`src/sv/rws_pkg.sv`:
```
// shared types, codes and default sizes for the roulette wheel selector
`default_nettype none

package rws_pkg;

    localparam int MAX_POPULATION_DEF = 64;
    localparam int FITNESS_BITS_DEF   = 32;
    localparam int FRACTION_BITS_DEF  = 15;

    localparam logic [1:0] CMD_CLEAR  = 2'd0;
    localparam logic [1:0] CMD_APPEND = 2'd1;
    localparam logic [1:0] CMD_DRAW   = 2'd2;

    localparam logic [1:0] STATUS_OK    = 2'd0;
    localparam logic [1:0] STATUS_FULL  = 2'd1;
    localparam logic [1:0] STATUS_NOHIT = 2'd2;

    typedef struct packed {
        logic [1:0]  command;
        logic [31:0] fitness_value;
        logic [14:0] random_fraction;
    } cmd_item_t;

    typedef struct packed {
        logic [1:0] status;
        logic [6:0] selected_index;
        logic [6:0] entries_held;
    } rsp_item_t;

    typedef struct packed {
        logic load_product;
        logic load_target;
    } scale_ctrl_t;

    typedef enum logic [1:0] {
        ST_IDLE,
        ST_SCALE,
        ST_SEARCH,
        ST_FINISH
    } state_t;

endpackage

`default_nettype wire

```
`src/sv/rws_ram.sv`:
```
// generic single-port-write ram with registered read
`default_nettype none

module rws_ram #(
    parameter int WIDTH = 38,
    parameter int DEPTH = 64
) (
    input  wire logic                     clk,
    input  wire logic                     we,
    input  wire logic [$clog2(DEPTH)-1:0] waddr,
    input  wire logic [WIDTH-1:0]         wdata,
    input  wire logic [$clog2(DEPTH)-1:0] raddr,
    output logic      [WIDTH-1:0]         rdata
);

    logic [WIDTH-1:0] mem [DEPTH];

    always_ff @(posedge clk)
    begin
        if (we)
        begin
            mem[waddr] <= wdata;
        end
        rdata <= mem[raddr];
    end

endmodule

`default_nettype wire

```
`src/sv/rws_scale.sv`:
```
// scales the fitness total by the random fraction in two registered steps
`default_nettype none

module rws_scale #(
    parameter int FRACTION_BITS = 15,
    parameter int SUM_BITS      = 38
) (
    input  wire logic                     clk,
    input  wire rws_pkg::scale_ctrl_t     ctrl,
    input  wire logic [FRACTION_BITS-1:0] fraction,
    input  wire logic [SUM_BITS-1:0]      total,
    output logic      [SUM_BITS-1:0]      target
);

    import rws_pkg::*;

    localparam int LO_BITS   = (SUM_BITS + 1) / 2;
    localparam int HI_BITS   = SUM_BITS - LO_BITS;
    localparam int PL_BITS   = FRACTION_BITS + LO_BITS;
    localparam int PH_BITS   = FRACTION_BITS + HI_BITS;
    localparam int FULL_BITS = FRACTION_BITS + SUM_BITS;

    logic [PL_BITS-1:0]   p_lo_reg, p_lo_next;
    logic [PH_BITS-1:0]   p_hi_reg, p_hi_next;
    logic [SUM_BITS-1:0]  target_reg, target_next;
    logic [FULL_BITS-1:0] product;

    // split multiply: low and high halves of the total
    always_comb
    begin
        p_lo_next = {{LO_BITS{1'b0}}, fraction} * {{FRACTION_BITS{1'b0}}, total[LO_BITS-1:0]};
        p_hi_next = {{HI_BITS{1'b0}}, fraction} *
                    {{FRACTION_BITS{1'b0}}, total[SUM_BITS-1:LO_BITS]};
        product     = {p_hi_reg, {LO_BITS{1'b0}}} + FULL_BITS'(p_lo_reg);
        target_next = product[FRACTION_BITS +: SUM_BITS];
    end

    always_ff @(posedge clk)
    begin
        if (ctrl.load_product)
        begin
            p_lo_reg <= p_lo_next;
            p_hi_reg <= p_hi_next;
        end
        if (ctrl.load_target)
        begin
            target_reg <= target_next;
        end
    end

    assign target = target_reg;

endmodule

`default_nettype wire

```
`src/sv/roulette_wheel_selector.sv`:
```
// roulette wheel selector: running-sum table with scaled binary-search draw
// clear, append and command 3: result is registered in res_reg, then moved to the output register in ST_FINISH
// draw: ST_SCALE, then binary-search steps in ST_SEARCH (about log2 of entries), then ST_FINISH
// each search step is one registered read of the running-sum ram
// one transaction at a time: the next is taken once the result moves to the output register
// reset clears the entry count and total; ram contents are unused until appended
`default_nettype none

module roulette_wheel_selector #(
    parameter int MAX_POPULATION = rws_pkg::MAX_POPULATION_DEF,
    parameter int FITNESS_BITS   = rws_pkg::FITNESS_BITS_DEF,
    parameter int FRACTION_BITS  = rws_pkg::FRACTION_BITS_DEF
) (
    input  wire logic               clk,
    input  wire logic               rst_n,
    input  wire logic               cmd_valid,
    output logic                    cmd_ready,
    input  wire rws_pkg::cmd_item_t cmd,
    output logic                    rsp_valid,
    input  wire logic               rsp_ready,
    output rws_pkg::rsp_item_t      rsp
);

    import rws_pkg::*;

    localparam int IDX_BITS = (MAX_POPULATION > 1) ? $clog2(MAX_POPULATION) : 1;
    localparam int CNT_BITS = $clog2(MAX_POPULATION + 1);
    localparam int SUM_BITS = FITNESS_BITS + IDX_BITS;

    state_t              state_reg, state_next;
    logic [CNT_BITS-1:0] count_reg, count_next;
    logic [SUM_BITS-1:0] total_reg, total_next;
    logic [IDX_BITS-1:0] lo_reg, lo_next;
    logic [IDX_BITS-1:0] hi_reg, hi_next;
    logic [IDX_BITS-1:0] mid_reg, mid_next;
    rsp_item_t           res_reg, res_next;
    logic                rsp_valid_reg, rsp_valid_next;
    rsp_item_t           rsp_reg, rsp_next;

    logic [IDX_BITS-1:0] lo_step, hi_step;
    logic [SUM_BITS-1:0] appended_sum;
    logic [6:0]          entries;
    logic                ram_we;
    logic [IDX_BITS-1:0] ram_raddr;
    logic [SUM_BITS-1:0] ram_rdata;
    logic [SUM_BITS-1:0] target;
    scale_ctrl_t         scale_ctrl;

    rws_ram #(
        .WIDTH (SUM_BITS),
        .DEPTH (MAX_POPULATION)
    ) u_sum_ram (
        .clk   (clk),
        .we    (ram_we),
        .waddr (count_reg[IDX_BITS-1:0]),
        .wdata (appended_sum),
        .raddr (ram_raddr),
        .rdata (ram_rdata)
    );

    rws_scale #(
        .FRACTION_BITS (FRACTION_BITS),
        .SUM_BITS      (SUM_BITS)
    ) u_scale (
        .clk      (clk),
        .ctrl     (scale_ctrl),
        .fraction (FRACTION_BITS'(cmd.random_fraction)),
        .total    (total_reg),
        .target   (target)
    );

    assign appended_sum = total_reg + SUM_BITS'(FITNESS_BITS'(cmd.fitness_value));
    assign entries      = 7'(count_reg);
    assign cmd_ready    = (state_reg == ST_IDLE);
    assign rsp_valid    = rsp_valid_reg;
    assign rsp          = rsp_reg;

    always_comb
    begin
        state_next     = state_reg;
        count_next     = count_reg;
        total_next     = total_reg;
        lo_next        = lo_reg;
        hi_next        = hi_reg;
        mid_next       = mid_reg;
        res_next       = res_reg;
        rsp_valid_next = rsp_valid_reg;
        rsp_next       = rsp_reg;
        ram_we         = 1'b0;
        ram_raddr      = mid_reg;
        scale_ctrl     = '0;
        lo_step        = lo_reg;
        hi_step        = hi_reg;

        if (rsp_valid_reg && rsp_ready)
        begin
            rsp_valid_next = 1'b0;
        end

        case (state_reg)
            ST_IDLE:
            begin
                if (cmd_valid)
                begin
                    res_next   = '{status: STATUS_OK, selected_index: 7'd0, entries_held: entries};
                    state_next = ST_FINISH;
                    case (cmd.command)
                        CMD_CLEAR:
                        begin
                            count_next            = '0;
                            total_next            = '0;
                            res_next.entries_held = 7'd0;
                        end
                        CMD_APPEND:
                        begin
                            if (count_reg >= CNT_BITS'(MAX_POPULATION))
                            begin
                                res_next.status = STATUS_FULL;
                            end
                            else
                            begin
                                ram_we                = 1'b1;
                                total_next            = appended_sum;
                                count_next            = count_reg + CNT_BITS'(1);
                                res_next.entries_held = 7'(count_reg + CNT_BITS'(1));
                            end
                        end
                        CMD_DRAW:
                        begin
                            if (count_reg == '0 || total_reg == '0)
                            begin
                                res_next.status = STATUS_NOHIT;
                            end
                            else
                            begin
                                scale_ctrl.load_product = 1'b1;
                                state_next              = ST_SCALE;
                            end
                        end
                        default:
                        begin
                            res_next.status = STATUS_OK;
                        end
                    endcase
                end
            end
            ST_SCALE:
            begin
                scale_ctrl.load_target = 1'b1;
                if (count_reg == CNT_BITS'(1))
                begin
                    res_next   = '{status: STATUS_OK, selected_index: 7'd1, entries_held: entries};
                    state_next = ST_FINISH;
                end
                else
                begin
                    lo_next    = '0;
                    hi_next    = IDX_BITS'(count_reg - CNT_BITS'(1));
                    mid_next   = hi_next >> 1;
                    ram_raddr  = mid_next;
                    state_next = ST_SEARCH;
                end
            end
            ST_SEARCH:
            begin
                if (ram_rdata > target)
                begin
                    lo_step = lo_reg;
                    hi_step = mid_reg;
                end
                else
                begin
                    lo_step = mid_reg + IDX_BITS'(1);
                    hi_step = hi_reg;
                end
                lo_next = lo_step;
                hi_next = hi_step;
                if (lo_step < hi_step)
                begin
                    mid_next  = lo_step + ((hi_step - lo_step) >> 1);
                    ram_raddr = mid_next;
                end
                else
                begin
                    res_next = '{status:         STATUS_OK,
                                 selected_index: 7'(CNT_BITS'(lo_step) + CNT_BITS'(1)),
                                 entries_held:   entries};
                    state_next = ST_FINISH;
                end
            end
            ST_FINISH:
            begin
                if (!rsp_valid_reg || rsp_ready)
                begin
                    rsp_valid_next = 1'b1;
                    rsp_next       = res_reg;
                    state_next     = ST_IDLE;
                end
            end
            default:
            begin
                state_next = ST_IDLE;
            end
        endcase
    end

    always_ff @(posedge clk or negedge rst_n)
    begin
        if (!rst_n)
        begin
            state_reg     <= ST_IDLE;
            count_reg     <= '0;
            total_reg     <= '0;
            rsp_valid_reg <= 1'b0;
        end
        else
        begin
            state_reg     <= state_next;
            count_reg     <= count_next;
            total_reg     <= total_next;
            rsp_valid_reg <= rsp_valid_next;
        end
    end

    always_ff @(posedge clk)
    begin
        lo_reg  <= lo_next;
        hi_reg  <= hi_next;
        mid_reg <= mid_next;
        res_reg <= res_next;
        rsp_reg <= rsp_next;
    end

endmodule

`default_nettype wire

```
`config.mk`:
```
export PLATFORM = sky130hd
export DESIGN_NAME = roulette_wheel_selector
export DESIGN_NICKNAME = d
export VERILOG_FILES = /design/src/sv/rws_pkg.sv /design/src/sv/rws_ram.sv /design/src/sv/rws_scale.sv /design/src/sv/roulette_wheel_selector.sv
export SDC_FILE = /design/constraint.sdc
export NUM_CORES = 2
export LEC_CHECK = 0
export BUFFER_PORTS_ARGS = -buffer_cell sky130_fd_sc_hd__buf_2
export CAP_MARGIN = 20
export CORE_ASPECT_RATIO = 1.25
export CORE_MARGIN = 1.5
export CORE_UTILIZATION = 35
export DETAILED_ROUTE_END_ITERATION = 12
export GPL_TIMING_DRIVEN = 0
export HOLD_SLACK_MARGIN = 0.05
export PLACE_DENSITY = 0.6
export SYNTH_ARGS = -nofsm -noshare
export SYNTH_HDL_FRONTEND = slang
export SYNTH_SLANG_ARGS = --single-unit
```
`constraint.sdc`:
```
create_clock -name clk -period 6.4 [get_ports clk]
set_clock_uncertainty 0.05 [all_clocks]
set_input_delay 0.32 -clock clk [delete_from_list [all_inputs] [get_ports clk]]
set_output_delay 0.32 -clock clk [all_outputs]
set_load 0.01 [all_outputs]
```
==> impl_metrics.ini <==
[outcome]
status = finished, violations left
violations = negative setup slack

[timing]
finalCritPeriodShare_pct = 110.5
rsz0062_at_grt = yes
drv_slew = 0
finalSetupViolCount = 53
fmax_mhz = 141.4
period_needed_ps = 7071
worst_pin_slew_ps = 1123
hold_viol_final = 0
relSlewSlack_pct = 25.15
setup_ws_ps = -671.1

[finish]
largest_register_ffs = 2432
drive_above_1_share_pct = 23.25
final_util_pct = 42.64
synthToLayoutAreaGrowth_pct = 21.05
n_fill_cell = 31730
top_register = u_sum_ram.mem
nets = 9843

[yosys]
yosys.area.top_type = edfxtp_1
synth_top_area_share_pct = 61.35
synth.area.top_cells = edfxtp_1, fa_1, mux2i_1, mux4_2, nand2_1
synth_edf_count = 2568
ys_ff_latch = 2659
yosys_warnings = 0
synth_cell_types = 90
yosysMostFrequentCell = edfxtp_1
seq_area_frac_synth_pct = 62.99
syn_area_sq_mm = 0.1257
postSynthCellCount = 8316
synth_nets = 9110
synthTopCellsByCount = edfxtp_1, nand2_1, mux2i_1, inv_1, fa_1
async_flop_share_pct = 1.805
avgSynthCellArea_sq_um = 15.11
ys.flop_type = edfxtp_1

[worst_setup_path]
crit_fanout = 8
crit_required_ps = 7080
crit_slowest_cell = a22oi_2
path_delay_family = compound AO/OA/AOI/OAI gates
crit_arrival_ps = 7750
critPathKind = flip-flop to flip-flop
start_kind = flip-flop
crit_path_end_kind = flip-flop
path_buf_inv = 7
critPathMaxStageDelay_ps = 710

[route]
vias_per_cell = 5.378
dr.first_iter.drc_count = 7390
vias = 75040
drtAntennaViolNets = 0
wl_mm = 392.4
first_pass_iters = 6
drc = 0
post_drt_wl_per_cell_um = 28.12

[floorplanning]
num_io_pins = 71
dieArea_sq_mm = 0.3628
rows = 245
die_h_um = 673.0
coreArea_sq_mm = 0.3568
die_w_um = 539.0
initial_utilization_pct = 35.23

[worst_hold_path]
hold_class = primary input to flip-flop

[cts]
numCtsBuffers = 279
cts_sinks = 2659
clk_latency_ps = 880
cts_max_level = 5
cts.reportedPaths.clkPinSlew_ps = 60
cts_tree = done
cts_buffer_depth = 4
root_buffer = clkbuf_16

[grt]
antenna_found_initial = 28
overflow = 0
first_global_vias = 76250
grt_start_max_net_pins = 66
grt_pass1_wl_mm = 550.6
grt_usage_pct = 21.13

[place]
gp_congestion = 0.9911
dpl.hpwl_mm = 281.6
portBuffers = 55
dp_slack_ps = -3551

[flow_run]
max-cap-violations = 0
-- logic make-up after synthesis --
group	after synthesis	synth area share (%)
AO/OA/AOI/OAI	674	3.951
XOR/XNOR	126	0.8780
adder cells (fa/ha/maj)	742	10.01
buffers and inverters	989	3.330
flip-flops	2659	62.99
multiplexers	1148	11.68
AND/OR/NAND/NOR	1978	7.154
-- worst reg2reg max path: cells and delay by family, from the launching register on --
kind	cells	cell delay, ps
adders and majority gates	4	1290
and+or+nand+nor	8	1480
DFF	1	320
AOI/OAI and AO/OA	8	2200
muxes	2	530
buffers and inverters	7	1120
-- through the flow --
step	hold WS, ps	instances	area (sq um)	setup TNS, ps
3_5_place_dp	358.1	13280	136800	-165200
5_1_grt	95.64	13940	152100	-31470
3_3_place_gp	357.1	13060	132000	-7268230
2_1_floorplan	-25.59	8316	125800	0
4_1_cts	51.53	13880	150900	-22080
6_report	96.51	13950	152200	-25120
-- cells in the final DEF (no fill, tap or decap), drive strengths merged, types with 43 or more instances in the layout --
cell type,n
o21ai,81
a221oi,43
nor2,199
fa,440
edfxtp,2568
a311o,75
a21oi,158
and3,97
nand2,1032
mux2i,619
ha,301
inv,559
mux4,225
nand3,264
xnor2,90
dfrtp,48
mux2,304
buf,654
and2,251
clkinv,104
dfxtp,43
clkbuf,578
-- worst paths after layout --
check                                        start  depth (start not counted)                  end  slack (ps)
worst max-delay path            u_scale.target[36]                         29  u_sum_ram.rdata[11]        -670
worst min-delay path                       cmd[17]                          5         total_reg[2]         100
min in group asynchronous                    rst_n                          3         total_reg[0]         480
worst min register to register          res_reg[9]                          0               rsp[9]         360
max in group asynchronous                    rst_n                          4        total_reg[35]        5240
worst max register to register  u_scale.target[36]                         29  u_sum_ram.rdata[11]        -670
-- layer usage --
metal	vias up	track usage [%]	wire length, um
met3	777	3.353	27160
met1	38950	26.01	150000
met2	3164	35.61	190700
li1	32140	-	-
met4	6	11.39	24530
met5	-	0	41
-- timing repair --
item / in CTS / in global routing
hold buffers: 6 / 1
gates cloned: 8 / 6
endpoints found under the hold margin: 75 / 17
pin swaps: 159 / 151
resized for setup: 864 / 175
endpoints found under the setup margin: 97 / 65
buffers inserted: 112 / 61
-- final cells by class --
cell class	instances	area, sq um	share of cell area [%]
multi-input cells	4668	46180	30.35
diodes	10	25.02	0.01645
inverters	540	2029	1.334
plain buffers	437	3751	2.465
repair buffers	464	6352	4.175
clock inverters	143	1264	0.8306
well taps	4693	5872	3.859
clock buffers	339	7448	4.895
flip-flops and latches	2659	79230	52.07
Power is left out: the tool's default activity adds up to more than one toggle a clock period on the data nets, which glitch-free logic cannot reach.
